`src/rtl/spc_pkg.sv`:
```
package spc_pkg;

    // Mode codes of the action field
    localparam logic [1:0] ACT_BOX_BOX    = 2'd0;
    localparam logic [1:0] ACT_BOX_CIRCLE = 2'd1;
    localparam logic [1:0] ACT_CIRCLE_BOX = 2'd2;
    localparam logic [1:0] ACT_CIRC_CIRC  = 2'd3;

    // Step counts of the shared serial units
    localparam int MUL_STEPS = 37;
    localparam int RT_STEPS  = 38;
    localparam int DIV_STEPS = 76;

    localparam int QUEUE_DEPTH = 4;

    // One classified transaction as it waits between front and back
    typedef struct packed {
        logic        is_box;
        logic        bb_hit;
        logic [31:0] bb_px;
        logic [31:0] bb_py;
        logic        cc;
        logic        negate;
        logic [36:0] ax;
        logic [36:0] ay;
        logic [35:0] mlx;
        logic [35:0] mly;
        logic        sx;
        logic        sy;
        logic [31:0] rad;
    } spc_job_t;

    // Give a magnitude its sign and clamp it to the signed 32 bit range
    function automatic logic [31:0] spc_sat(input logic [33:0] q, input logic neg);
        logic [34:0] qe;
        logic [34:0] nq;
        begin
            qe = {1'b0, q};
            nq = ~qe + 35'd1;
            if (!neg)
            begin
                spc_sat = (qe > 35'h07FFFFFFF) ? 32'h7FFFFFFF : qe[31:0];
            end
            else
            begin
                spc_sat = (qe > 35'h080000000) ? 32'h80000000 : nq[31:0];
            end
        end
    endfunction

endpackage

```
`src/rtl/spc_front.sv`:
```
module spc_front (
    input  logic [1:0]         action,
    input  logic [31:0]        first_x,
    input  logic [31:0]        first_y,
    input  logic [30:0]        first_width,
    input  logic [30:0]        first_height,
    input  logic [31:0]        second_x,
    input  logic [31:0]        second_y,
    input  logic [30:0]        second_width,
    input  logic [30:0]        second_height,
    output spc_pkg::spc_job_t  job
);

    logic signed [37:0] x1, y1, w1, h1, x2, y2, w2, h2;
    logic signed [37:0] dx, dy, adx, ady, pen;
    logic               bb_ok;
    logic signed [37:0] bx, by, bw, bh, cx, cy, cr;
    logic signed [37:0] lx, ly, kx, ky, ex, ey, aex, aey, alx, aly;
    logic signed [37:0] rsum;
    logic               is_cc;

    // Extend all fields to a common signed width
    assign x1 = {{6{first_x[31]}}, first_x};
    assign y1 = {{6{first_y[31]}}, first_y};
    assign w1 = {7'b0, first_width};
    assign h1 = {7'b0, first_height};
    assign x2 = {{6{second_x[31]}}, second_x};
    assign y2 = {{6{second_y[31]}}, second_y};
    assign w2 = {7'b0, second_width};
    assign h2 = {7'b0, second_height};

    // Box against box: inclusive overlap and push along the dominant axis
    always_comb
    begin
        bb_ok = (x1 + w1 >= x2) && (x2 + w2 >= x1) && (y1 + h1 >= y2) && (y2 + h2 >= y1);
        dx    = 2 * x1 + w1 - 2 * x2 - w2;
        dy    = 2 * y1 + h1 - 2 * y2 - h2;
        adx   = dx[37] ? -dx : dx;
        ady   = dy[37] ? -dy : dy;
        if (adx > ady)
        begin
            pen = (w1 + w2 - adx) >>> 1;
        end
        else
        begin
            pen = (h1 + h2 - ady) >>> 1;
        end
    end

    // Select which shape is the box and which the circle
    always_comb
    begin
        is_cc = (action == spc_pkg::ACT_CIRC_CIRC);
        if (action == spc_pkg::ACT_CIRCLE_BOX)
        begin
            bx = x2; by = y2; bw = w2; bh = h2;
            cx = x1; cy = y1; cr = w1;
        end
        else
        begin
            bx = x1; by = y1; bw = w1; bh = h1;
            cx = x2; cy = y2; cr = w2;
        end
        rsum = w1 + w2;
        if (is_cc)
        begin
            lx = (x1 + w1) - (x2 + w2);
            ly = (y1 + w1) - (y2 + w2);
        end
        else
        begin
            lx = 2 * cx + 2 * cr - 2 * bx - bw;
            ly = 2 * cy + 2 * cr - 2 * by - bh;
        end
        // Clamp to the nearest box point, in doubled units
        kx  = (lx < -bw) ? -bw : ((lx > bw) ? bw : lx);
        ky  = (ly < -bh) ? -bh : ((ly > bh) ? bh : ly);
        alx = lx[37] ? -lx : lx;
        aly = ly[37] ? -ly : ly;
        ex  = kx - lx;
        ey  = ky - ly;
        aex = ex[37] ? -ex : ex;
        aey = ey[37] ? -ey : ey;
    end

    // Pack the transaction for the back end
    always_comb
    begin
        job.is_box = (action == spc_pkg::ACT_BOX_BOX);
        job.bb_hit = bb_ok;
        job.bb_px  = 32'd0;
        job.bb_py  = 32'd0;
        if (bb_ok)
        begin
            if (adx > ady)
            begin
                job.bb_px = (dx > 38'sd0) ? 32'(-pen) : pen[31:0];
            end
            else
            begin
                job.bb_py = (dy > 38'sd0) ? 32'(-pen) : pen[31:0];
            end
        end
        job.cc     = is_cc;
        job.negate = (action == spc_pkg::ACT_CIRCLE_BOX);
        job.ax     = is_cc ? alx[36:0] : aex[36:0];
        job.ay     = is_cc ? aly[36:0] : aey[36:0];
        job.mlx    = alx[35:0];
        job.mly    = aly[35:0];
        job.sx     = lx[37];
        job.sy     = ly[37];
        job.rad    = is_cc ? rsum[31:0] : 32'(2 * cr);
    end

endmodule

```
`config.mk`:
```
export PLATFORM = sky130hd
export DESIGN_NAME = spc_front
export DESIGN_NICKNAME = d
export VERILOG_FILES = /design/src/rtl/spc_pkg.sv /design/src/rtl/spc_front.sv
export SDC_FILE = /design/constraint.sdc
export NUM_CORES = 2
export LEC_CHECK = 0
export BUFFER_PORTS_ARGS = -buffer_cell sky130_fd_sc_hd__buf_4
export CAP_MARGIN = 5
export CORE_ASPECT_RATIO = 1.2
export CORE_UTILIZATION = 53
export DETAILED_ROUTE_END_ITERATION = 10
export PLACE_DENSITY = 0.72
export SLEW_MARGIN = 5
export SYNTH_ARGS = -nofsm -noshare
export SYNTH_HDL_FRONTEND = slang
export SYNTH_SLANG_ARGS = --single-unit
```
`constraint.sdc`:
```
create_clock -name vclk -period 38.2
set_input_delay 5.73 -clock vclk [all_inputs]
set_output_delay 5.73 -clock vclk [all_outputs]
set_load 0.01 [all_outputs]
```
=== After elaboration in Yosys (flattened, before gate mapping) ===
Cells that the tools add are included.

* Bits in registers: 0
* Input port bits: 254

* Add/sub/neg operators: 35
* $lt $le $gt $ge: 11
* Equality and inequality tests: 2
* Muxes and demuxes: 28
* Reduce and logical (&&, ||, !) cells: 4

{| class="wikitable"
|+ Operators by type and width
! cell !! number
|-
| two-way mux 37 bit || 10
|-
| two-way mux 38 bit || 8
|-
| subtractor 38 bit || 6
|-
| adder 32 x 32 -> 33 bit || 6
|-
| two-way mux 32 bit || 6
|-
| negation 37 bit || 4
|-
| >= comparator 33 x 32 -> 1 bit || 4
|-
| two-way mux 31 bit || 3
|-
| adder 38 bit || 2
|-
| greater-than comparator 38 x 32 -> 1 bit || 2
|-
| < comparator 38 bit || 2
|-
| negation 36 -> 38 bit || 2
|-
| negation 38 bit || 2
|-
| greater-than comparator 36 x 1 -> 1 bit, second input constant || 2
|-
| subtractor 35 x 32 -> 36 bit || 2
|-
| subtractor 34 x 33 -> 35 bit || 2
|-
| adder 33 x 32 -> 34 bit || 2
|-
| subtractor 33 x 33 -> 34 bit || 2
|-
| subtractor 33 bit || 2
|-
| adder 31 x 31 -> 32 bit || 2
|-
| two-way mux 64 bit || 1
|-
| greater-than comparator 38 bit || 1
|-
| negation 32 bit || 1
|-
| equality test 2 bit, second input constant || 2
|-
| 2 further kinds || 4
|}

=== Depth between registers and ports, before layout ===
* Depth in word-level cells: 13
* Mapped depth: 67
* Mapped depth without buffers: 60

=== Worst setup path before layout ===
Ideal clock, no wire load.

* Kind: input-to-output
* Start: input port action[0]
* End: output port job[174] (netlist bit)
* Arrival: 18.994 ns
* Data required time: 32.470 ns
* Setup slack: 13.476 ns
* Stages: 61
* Cells stage by stage: buf_2 -> nand2b_1 -> buf_2 -> buf_2 -> buf_2 -> buf_1 -> clkbuf_1 -> buf_1 -> buf_1 -> buf_1 -> buf_1 -> a21oi_1 -> fa_1 -> inv_1 -> fa_1 -> inv_1 -> ha_1 -> a21o_1 -> [25 not listed] -> mux2i_1 -> ha_1 -> inv_1 -> fa_1 -> a21o_1 -> a21oi_1 -> o21bai_1 -> a21oi_1 -> xnor2_1 -> or3_1 -> or4b_2 -> nor3_1 -> inv_1 -> or4_1 -> clkbuf_1 -> o21ai_0 -> xnor2_1 -> mux2_2

{| class="wikitable"
|+ RTL lines
! item !! line !! RTL
|-
| start, declared || spc_front.sv:2 || <nowiki>input logic [1:0] action,</nowiki>
|-
| end, declared || spc_front.sv:11 || <nowiki>output spc_pkg::spc_job_t job</nowiki>
|}

==> metrics.txt <==
summed instance area of the synthesized netlist 0.05304 mm2; longest individual stage delay on the worst path 1030 ps; DRC Markers 0; worst hold slack 11,800 ps; max_slew headroom 0.1381%; cell with the biggest individual delay on the critical path sky130_fd_sc_hd__a21oi_1; most common library cell in the layout ignoring fill and taps sky130_fd_sc_hd__ha_1; setup repair after global routing missed its margin false; Critical Path Most Common Cell sky130_fd_sc_hd__a21oi_1; Hold WC Path Type input pin to primary output; via count of the first global-routing pass 55,690; cells resized by post-CTS repair 0; final setup vio count 0; post-synthesis cell count 7,405; arrival time reported for the critical path endpoint 20,640 ps; outcome complete, but fails checks; number of buffers inserted by hold repair at cts 0; area used by sequential logic in the layout 0 um2; final hold viol count 0; number of buffers inserted by post-CTS setup repair 0; FF+latch count 0; slew at the pin closest to its max-slew limit 1485 ps; f_max 37.92 MHz; GR Overflow Total 0; number of detailed-routing iterations run before antenna repair 10; Worst setup EP type primary output; Setup TNS Final 0 ps; antenna violations before repair 36; port bufs 502; antenna-violating nets left 0; effective utilization at floorplan 53.75%; wire length of the first global-routing pass 338.0 mm; number of violations reported at the end of detailed-routing iteration 0 5,636; Buffers & Inverters on Critical Path 8; required time of the critical path 32,470 ps; period utilisation layout 69.04%; GPL Wtd Cong 1.125; number of primary I/O pins 502; overall routed net length 234.8 mm; layout cell share with drive strength beyond 1 9.090%; largest delay contributor family on the critical path compound AO/OA/AOI/OAI gates; yosys synthesis warning count 0; Detail Placement HPWL 203.1 mm; clock buffers 0; final number of max-transition violations 0; most frequent cells in the layout 857 x sky130_fd_sc_hd__ha_1, 752 x sky130_fd_sc_hd__inv_1, 735 x sky130_fd_sc_hd__nor2_1; synthesized area per cell 7.163 um2; category of the worst setup path launch point input pin; Die Width 290.8 um; pin count of the biggest net entering global routing 167; max cap viols 1; area overhead of the layout relative to synthesis 9.700%; via count normalized by instance count 6.430; number of vias after detailed routing 58,340; post-synthesis cell type count 121; average wire per standard cell 25.88 um; crit path kind input pin to primary output; Final nets 9,193; Die Area 0.1014 mm2; die span in y 348.5 um; total track usage 44.51%; Core Region 0.09869 mm2; min cycle time layout 26,370 ps; failing checks max-capacitance violations; portion of the post-synthesis area used by sequential elements 0%; row count 126; crit path max fanout 71
worst paths after layout:
check / start / end / slack [ps] / depth (start not counted)
min: action[0] / job[247] / 11800 / 3
max: action[0] / job[139] / 11830 / 52
area by class of cell:
cell class                      instances  area, um2
Fill cell                            9627      40500
Multi-Input combinational cell       6458      49520
Antenna cell                           25      62.56
Tap cell                             1280       1602
Timing Repair Buffer                  550       4145
Inverter                              759       2855
Yosys cell counts (177+ instances only):
cell	instances	area, um2
sky130_fd_sc_hd__ha_1	857	10720
sky130_fd_sc_hd__inv_1	753	2826
sky130_fd_sc_hd__nor2_1	735	2759
sky130_fd_sc_hd__a21oi_1	707	3538
sky130_fd_sc_hd__xnor2_1	523	4581
sky130_fd_sc_hd__nand2_1	518	1944
sky130_fd_sc_hd__o21ai_0	439	2197
sky130_fd_sc_hd__fa_1	313	6266
sky130_fd_sc_hd__a21o_1	248	1862
sky130_fd_sc_hd__xor2_1	237	2076
sky130_fd_sc_hd__nor3_1	177	885.9
stage by stage:
stage | utilization [%] | instance area (um2) | setup WS (ps) | cells
2_1_floorplan | - | 53050 | 13480 | 7407
6_report | 58.96 | 58190 | 11830 | 9072
4_1_cts | 58.88 | 58110 | 11910 | 9047
5_1_grt | 58.91 | 58140 | 11070 | 9052
3_5_place_dp | 58.88 | 58110 | 12000 | 9047
3_3_place_gp | 58.87 | 58100 | 12260 | 9046
per-layer routing:
metal | wire, um | part of all wire, % | vias up | track usage [%]
met5 | 105 | 0.045 | - | 0.7652
met1 | 82760 | 35 | 27270 | 48.42
met4 | 24270 | 10 | 16 | 38.94
met2 | 105300 | 45 | 3086 | 72.93
li1 | - | - | 26930 | -
met3 | 22390 | 9.5 | 1036 | 10.23
cell families (layout without fill, tap and decap cells):
kind of cell,count (synthesis),in the layout,share of synthesized area (%)
mux,108,108,2.137
xor+xnor,764,764,12.69
fa+ha+maj,1172,1172,32.07
simple gates,2251,2251,20.51
compound gates,2159,2159,25.81
buf+inv,949,1309,6.775
other cells,2,29,0.01416
