[src/rtl/spc_pkg.sv]
package spc_pkg;

    // Mode codes of the action field
    localparam logic [1:0] ACT_BOX_BOX    = 2'd0;
    localparam logic [1:0] ACT_BOX_CIRCLE = 2'd1;
    localparam logic [1:0] ACT_CIRCLE_BOX = 2'd2;
    localparam logic [1:0] ACT_CIRC_CIRC  = 2'd3;

    // Step counts of the shared serial units
    localparam int MUL_STEPS = 37;
    localparam int RT_STEPS  = 38;
    localparam int DIV_STEPS = 76;

    localparam int QUEUE_DEPTH = 4;

    // One classified transaction as it waits between front and back
    typedef struct packed {
        logic        is_box;
        logic        bb_hit;
        logic [31:0] bb_px;
        logic [31:0] bb_py;
        logic        cc;
        logic        negate;
        logic [36:0] ax;
        logic [36:0] ay;
        logic [35:0] mlx;
        logic [35:0] mly;
        logic        sx;
        logic        sy;
        logic [31:0] rad;
    } spc_job_t;

    // Give a magnitude its sign and clamp it to the signed 32 bit range
    function automatic logic [31:0] spc_sat(input logic [33:0] q, input logic neg);
        logic [34:0] qe;
        logic [34:0] nq;
        begin
            qe = {1'b0, q};
            nq = ~qe + 35'd1;
            if (!neg)
            begin
                spc_sat = (qe > 35'h07FFFFFFF) ? 32'h7FFFFFFF : qe[31:0];
            end
            else
            begin
                spc_sat = (qe > 35'h080000000) ? 32'h80000000 : nq[31:0];
            end
        end
    endfunction

endpackage

[src/rtl/spc_queue.sv]
module spc_queue (
    input  logic               clk,
    input  logic               rst_n,
    input  logic               push,
    input  spc_pkg::spc_job_t  push_job,
    input  logic               pop,
    output logic               full,
    output logic               not_empty,
    output spc_pkg::spc_job_t  head
);

    localparam int AW = $clog2(spc_pkg::QUEUE_DEPTH);

    spc_pkg::spc_job_t mem [spc_pkg::QUEUE_DEPTH];
    logic [AW-1:0]     wr_reg, rd_reg;
    logic [AW:0]       cnt_reg;

    assign full      = (cnt_reg == (AW+1)'(spc_pkg::QUEUE_DEPTH));
    assign not_empty = (cnt_reg != '0);
    assign head      = mem[rd_reg];

    // Store entries
    always_ff @(posedge clk)
    begin
        if (push)
        begin
            mem[wr_reg] <= push_job;
        end
    end

    // Advance pointers and count
    always_ff @(posedge clk or negedge rst_n)
    begin
        if (!rst_n)
        begin
            wr_reg  <= '0;
            rd_reg  <= '0;
            cnt_reg <= '0;
        end
        else
        begin
            if (push)
            begin
                wr_reg <= wr_reg + 1'b1;
            end
            if (pop)
            begin
                rd_reg <= rd_reg + 1'b1;
            end
            if (push && !pop)
            begin
                cnt_reg <= cnt_reg + 1'b1;
            end
            else if (pop && !push)
            begin
                cnt_reg <= cnt_reg - 1'b1;
            end
        end
    end

endmodule

[config.mk]
export PLATFORM = sky130hd
export DESIGN_NAME = spc_queue
export DESIGN_NICKNAME = d
export VERILOG_FILES = /design/src/rtl/spc_pkg.sv /design/src/rtl/spc_queue.sv
export SDC_FILE = /design/constraint.sdc
export NUM_CORES = 1
export LEC_CHECK = 0
export BUFFER_PORTS_ARGS = -buffer_cell sky130_fd_sc_hd__buf_2
export CAP_MARGIN = 20
export CORE_ASPECT_RATIO = 0.7
export CORE_MARGIN = 4
export CORE_UTILIZATION = 30
export CTS_CLUSTER_SIZE = 8
export DETAILED_ROUTE_END_ITERATION = 10
export RECOVER_POWER = 50
export SLEW_MARGIN = 20
export SYNTH_ARGS = -nofsm -noshare
export SYNTH_HDL_FRONTEND = slang
export SYNTH_SLANG_ARGS = --single-unit
[constraint.sdc]
create_clock -name clk -period 18.7 [get_ports clk]
set_input_delay 0.935 -clock clk [delete_from_list [all_inputs] [get_ports clk]]
set_output_delay 0.935 -clock clk [all_outputs]
set_load 0.03 [all_outputs]
=== After elaboration in Yosys (flattened, before gate mapping) ===
Memory sizes are Yosys's and may differ from the RTL's.
Cells that the tools add are included.

* Eq/ne operators: 1
* Reduce and logical (&&, ||, !) cells: 6
* $add $sub $neg: 4
* Muxes and demuxes: 4

{| class="wikitable"
|+ Operators with widths
! cell !! count
|-
| $mux 3 || 2
|-
| $add 2x1->2 const B || 2
|-
| $add 3x1->3 const B || 1
|-
| $eq 3x3->1 const B || 1
|-
| $reduce_bool 3->1 || 1
|-
| $sub 3x1->3 const B || 1
|-
| $logic_and 1x1->1 || 2
|-
| $logic_not 1->1 || 2
|-
| $mux 1 || 2
|-
| $reduce_bool 2->1 || 1
|}

* Memories: 1
* Output and inout port bits: 250
* Flip-flop bits (word level): 7
* Word-level logic and storage cells: 19
* Bits in writable memories: 992

{| class="wikitable"
|+ Memories
! name !! words !! bits a word !! read ports !! clocked after Yosys merged registers in !! wr ports !! line !! text
|-
| mem || 4 || 248 || 1 || 0 || 1 || spc_queue.sv:14 || <nowiki>spc_pkg::spc_job_t mem [spc_pkg::QUEUE_DEPTH];</nowiki>
|}

=== Logic depth before layout (Yosys ltp) ===
Gate-level depths: netlist of run 1.

* Word-level depth: 4
* Mapped depth: 7
* Mapped depth without buffers: 7

=== Worst setup path after synthesis of run 1 ===
OpenSTA, ideal clock, no wires.

* Path kind: input to register
* From: in push
* To: mem mem[1][0] (netlist name) (enable)
* Buffers on the path: 0
* Data arrival time: 6.542 ns
* Required time: 18.061 ns
* Setup time: 0.639 ns
* Setup slack: 11.518 ns
* Stages: 1
* Path through: and2_1

* Cells in the longest elaborated chain, start to end: 2

{| class="wikitable"
|+ RTL lines
! what !! line !! text
|-
| start: declaration || spc_queue.sv:4 || <nowiki>input logic push,</nowiki>
|-
| $mux 1 || spc_queue.sv:25 || <nowiki>if (push)</nowiki>
|-
| $mux 1 (implied by the code) || spc_queue.sv:27 || <nowiki>mem[wr_reg] <= push_job;</nowiki>
|-
| end: declaration || spc_queue.sv:14 ||
|}

No other way between the ends.

==> results.json, run 1 <==
{
  "nets": 2203,
  "place_ws_ns": 13.99,
  "dr.pass1.iters": 5,
  "grt_pass1_vias": 17800,
  "ys.flop_type": "edfxtp_1",
  "p_per_area_mw_per_mm2": 176,
  "grt.total_usage": 0.123,
  "synth_xor_area_frac": 0.00145,
  "drv_slew": 174,
  "drv_cap": 4,
  "power_frac_comb": 0.314,
  "fin_crit_ns": 6.49,
  "syn_area_per_cell_um2": 27.2,
  "swShare": 0.336,
  "largest_reg_flops": 992,
  "leakagePower_nw": 14.2,
  "worstMarginPinSlew_ns": 3.55,
  "r2r-end": "mem[0][109]",
  "htreeDepth": 4,
  "synth_edf_count": 992,
  "die_height_um": 299,
  "yosysTopAreaCell": "edfxtp_1",
  "critical_path_arrival_ns": 5.55,
  "finalHoldViolCount": 0,
  "synth-simple-area-share": 0.00138,
  "ys_async_sr_fraction": 0.00701,
  "setup_viol": 0,
  "grt.overflow.total": 0,
  "criticalPathCategory": "flop to primary output",
  "worstHoldEndpoint": "mem[0][1]",
  "root_buffer": "clkbuf_16",
  "core_mm2": 0.120,
  "clock-skew-final_ns": 0.0259,
  "worstSkewPairLatency_ns": 0.73,
  "synth.most_common_cell": "edfxtp_1",
  "min_from": "push_job[1]",
  "cts_buffers": 143,
  "dpl.hpwl_um": 48500,
  "place.gp.congestion": 0.758,
  "drcViolationCount": 0,
  "reg2reg_from": "wr_reg[0]",
  "yosys.area_share.adder": 0.00228,
  "cts_tree": "done",
  "seq_area_frac_synth": 0.828,
  "outcome": "finished with violations",
  "cts.sinks": 999,
  "initialDrtViolationCount": 1374,
  "routedWlPerCell_um": 21.6,
  "netlist.area_leader.share": 0.823,
  "yosys_warnings": 0,
  "post-cts-setup-buffer-count": 0,
  "cp_max_fo": 49,
  "p_seq_frac": 0.395,
  "ys_top_cells_by_area": "edfxtp_1, mux4_2, buf_6",
  "synth_compound_area_frac": 0.000138,
  "clock_path_buffers": 3,
  "setup_tns_ns": 0,
  "synth_commonest_cells": "edfxtp_1, mux4_2, buf_2",
  "rsz0062_at_grt": "no",
  "hold_path.class": "input port to flop",
  "failed_checks": "max-capacitance violations, max-slew violations",
  "grt_pass1_wl_um": 117000,
  "ys_ff_latch": 999,
  "die_w_um": 423,
  "power.switching_w": 0.00261,
  "antenna_found_initial": 20,
  "synth_cells": 1330,
  "r2r_slack_ns": 13.13,
  "placed_cell_area_mm2": 0.0405,
  "setup_ws_ns": 12.21,
  "clock_power_share": 0.291,
  "period_share": 0.347,
  "critPathLaunchType": "flop",
  "num_rows": 106,
  "reg2reg_depth": 5,
  "synth_top_family_by_area": "multiplexers",
  "synthesis.area_mm2": 0.0362,
  "hold_depth": 1,
  "drive_above_1_share": 0.346,
  "vias": 16400,
  "end_kind": "primary output",
  "ant_nets": 0,
  "synth.net_count": 1588,
  "ios": 502,
  "timing.slew.headroom": -1.37,
  "portBuffers": 501,
  "grt_max_degree": 83,
  "synthMuxAreaShare": 0.155,
  "internal_power_w": 0.00517,
  "cts_resized": 0,
  "via_per_inst": 4.56,
  "clk_pin_slew_ns": 0.05,
  "finalWirelength_um": 77900,
  "areaGrowthSynthToFinish_pct": 22.0,
  "fmax_mhz": 154,
  "synth.distinct_cells": 19,
  "dieArea_mm2": 0.126,
  "ir_worst_vdd_uv": 110,
  "crit_required_ns": 17.77,
  "floorplan.initialDensity": 0.302,
  "fin_area_mm2": 0.0441
}
==> timing repair <==
action	4_1_cts	5_1_grt
endpoints found under the setup margin	0	0
hold buffers	1	0
endpoints found under the hold margin	7	0
==> how the worst max path moves through the flow <==
stage                    from        end  slack [ns]
CTS                 rd_reg[0]   head[92]       13.12
global route        rd_reg[0]   head[89]       11.36
finish              rd_reg[0]   head[89]       12.21
global placement    rd_reg[0]   head[88]       14.07
detailed placement  rd_reg[0]   head[92]       13.99
floorplan                push  mem[1][0]       11.52
==> cell families after synthesis <==
| kind of cell | Yosys count |
|---|---|
| adders and majority gates | 6 |
| buffers and inverters | 60 |
| and+or+nand+nor | 9 |
| DFF | 999 |
| xor gates and xnor gates | 6 |
| muxes | 249 |
| AOI/OAI and AO/OA | 1 |
==> metal layers <==
metal / vias up / global-route usage / wire length, um
met5: - / 0 / 53
li1: 7009 / - / -
met3: 135 / 0.0529 / 7160
met2: 588 / 0.195 / 38200
met1: 8685 / 0.151 / 30800
met4: 8 / 0.0423 / 1760
==> cells in the final DEF, fill, tap and decap left out <==
master,instances
mux2_2,1
nor3b_1,1
inv_6,1
clkinv_2,1
diode_2,12
ha_1,5
clkbuf_1,264
o21ai_0,1
inv_1,4
nor2_1,1
nand2_1,2
buf_2,251
buf_12,1
dfrtp_4,1
clkinv_16,1
xnor2_1,2
dlygate4sd3_1,1
buf_4,23
and2_4,1
inv_16,2
dfrtp_1,6
clkinv_1,2
edfxtp_1,992
fa_1,1
mux4_2,248
clkbuf_16,147
clkinv_8,5
and2_0,3
xor2_1,4
or3_1,1
==> critical path, cell delays in order (launching register included) <==
cell,delay (ns)
dfrtp_1,1.98
buf_4,0.92
buf_4,0.84
mux4_2,0.65
buf_2,0.20
==> through the flow <==
| step | cells | total power (W) | hold slack [ns] | util |
|---|---|---|---|---|
| 4_1_cts | 3593 | 0.00793 | 0.316 | 0.371 |
| 3_5_place_dp | 3419 | 0.00562 | 0.505 | 0.339 |
| 5_1_grt | 3597 | 0.00815 | 0.394 | 0.369 |
| 6_report | 3605 | 0.00779 | 0.451 | 0.369 |
| 2_1_floorplan | 1330 | 0.00499 | 0.449 | - |
| 3_3_place_gp | 3419 | 0.00559 | 0.465 | 0.339 |
==> power groups by stage <==
stage               clock [W]  sequential (W)  combinational [W]
floorplan                   0         0.00314            0.00185
global placement            0         0.00309            0.00249
detailed placement          0         0.00312            0.00251
finish                0.00227         0.00307            0.00244
CTS                   0.00234         0.00308            0.00252
global route          0.00245         0.00311            0.00260
==> area by class of cell <==
cell class	count	area (um^2)
Antenna cell	12	30.0
Clock buffer	161	3730
Clock inverter	12	173
Fill cell	10900	75500
Inverter	4	15.0
Multi-Input combinational cell	271	5790
Sequential cell	999	30000
Tap cell	1620	2030
Timing Repair Buffer	526	2400
Note: power is estimated with default switching activity, not from simulation.
==> run 2, diff against run 1 <==
clock period = 5.2 ns   (was 18.7 ns; I/O delays follow)
==> results.json, run 2 (synthesis gave the netlist of run 1 again) <==
{
  "cts_tree": "done",
  "clk_pin_slew_ns": 0.05,
  "clock_path_buffers": 3,
  "antenna_found_initial": 10,
  "nets": 2470,
  "routedWlPerCell_um": 21.5,
  "clock-skew-final_ns": 0.0223,
  "period_share": 0.733,
  "criticalPathCategory": "flop to flop",
  "place.gp.congestion": 0.741,
  "fin_area_mm2": 0.0469,
  "grt_pass1_wl_um": 125000,
  "grt_max_degree": 87,
  "rsz0062_at_grt": "no",
  "htreeDepth": 4,
  "worstHoldEndpoint": "mem[1][151]",
  "worstSkewPairLatency_ns": 0.74,
  "drv_slew": 171,
  "largest_reg_flops": 992,
  "layout_common_cells": "edfxtp_1, clkbuf_1, dlygate4sd3_1, buf_2, mux4_2",
  "setup_tns_ns": 0,
  "die_w_um": 423,
  "areaGrowthSynthToFinish_pct": 29.7,
  "reg2reg_depth": 3,
  "drv_cap": 4,
  "timing.slew.headroom": -1.06,
  "critical_path_arrival_ns": 4.20,
  "layout_commonest_cell": "edfxtp_1",
  "finalWirelength_um": 83200,
  "min_from": "push_job[151]",
  "dr.pass1.iters": 5,
  "crit_required_ns": 5.59,
  "fin_cells": 3861,
  "holdBufCountCts": 252,
  "fmax_mhz": 262,
  "ir_worst_vdd_uv": 385,
  "p_per_area_mw_per_mm2": 609,
  "fin_crit_ns": 3.81,
  "finalHoldViolCount": 0,
  "dp_cells": 3435,
  "dieArea_mm2": 0.126,
  "outcome": "finished with violations",
  "hold_path.class": "input port to flop",
  "drive_above_1_share": 0.315,
  "placed_cell_area_mm2": 0.0408,
  "r2r_slack_ns": 1.39,
  "grt.total_usage": 0.132,
  "cts.sinks": 999,
  "cts_buffers": 143,
  "die_height_um": 299,
  "core_mm2": 0.120,
  "hold_depth": 2,
  "critPathLaunchType": "flop",
  "worstMarginPinSlew_ns": 3.09,
  "setup_ws_ns": 1.39,
  "initialDrtViolationCount": 1275,
  "leakagePower_nw": 15.4,
  "ant_nets": 0,
  "drcViolationCount": 0,
  "grt_pass1_vias": 19600,
  "reg2reg_from": "wr_reg[0]",
  "cts_resized": 0,
  "num_rows": 106,
  "end_kind": "flop",
  "cp_max_fo": 49,
  "ios": 502,
  "grt.overflow.total": 0,
  "via_per_inst": 4.56,
  "vias": 17600,
  "p_total_w": 0.0286,
  "dpl.hpwl_um": 51000,
  "floorplan.initialDensity": 0.302,
  "setup_viol": 0,
  "root_buffer": "clkbuf_16",
  "failed_checks": "max-capacitance violations, max-slew violations",
  "place_ws_ns": 2.36,
  "portBuffers": 501,
  "r2r-end": "mem[3][219]",
  "post-cts-setup-buffer-count": 0
}
-- run 2: cell type report --
| type | instances | area, um^2 |
|---|---|---|
| timing repair buffer | 793 | 5170 |
| clock buffer | 150 | 3650 |
| clock inverter | 16 | 294 |
| multi-input combinational | 271 | 5790 |
| antenna | 8 | 20.0 |
| inverter | 4 | 15.0 |
| fill | 10700 | 72700 |
| tap | 1620 | 2030 |
| sequential | 999 | 30000 |
-- run 2: how the worst max path moves through the flow --
stage	start	endpoint	cells past startpoint
3_5_place_dp	rd_reg[0]	head[53]	3
4_1_cts	rd_reg[0]	head[53]	3
6_report	wr_reg[0]	mem[3][219]	3
3_3_place_gp	rd_reg[0]	head[53]	3
2_1_floorplan	wr_reg[0]	mem[2][0]	3
5_1_grt	wr_reg[0]	mem[3][28]	3
-- run 2: stage by stage --
stage / hold WS, ns / utilization
after global routing: 0.274 / 0.392
after detailed placement: 0.104 / 0.341
after global placement: 0.0953 / 0.341
after floorplan: -0.0356 / -
after CTS: 0.176 / 0.395
final: 0.322 / 0.392
-- run 2: worst max-delay path, cell delays in order, from the launching register on --
cell and delay, ns:
dfrtp_1 0.42, ha_1 0.16, and2_1 2.20, buf_4 0.63
-- run 2: where the power goes --
group / switching, W / leakage (nW) / internal [W]
logic: 0.00601 / 4.27 / 0.00327
registers: 0.000494 / 9.19 / 0.0106
clock network: 0.00326 / 1.93 / 0.00501
-- run 2: metal layers --
layer | vias up | global-route usage | part of all wire
met3 | 139 | 0.0458 | 0.075
li1 | 7521 | - | -
met5 | - | 0 | 0.00016
met2 | 604 | 0.216 | 0.50
met1 | 9336 | 0.165 | 0.40
met4 | 2 | 0.0409 | 0.022
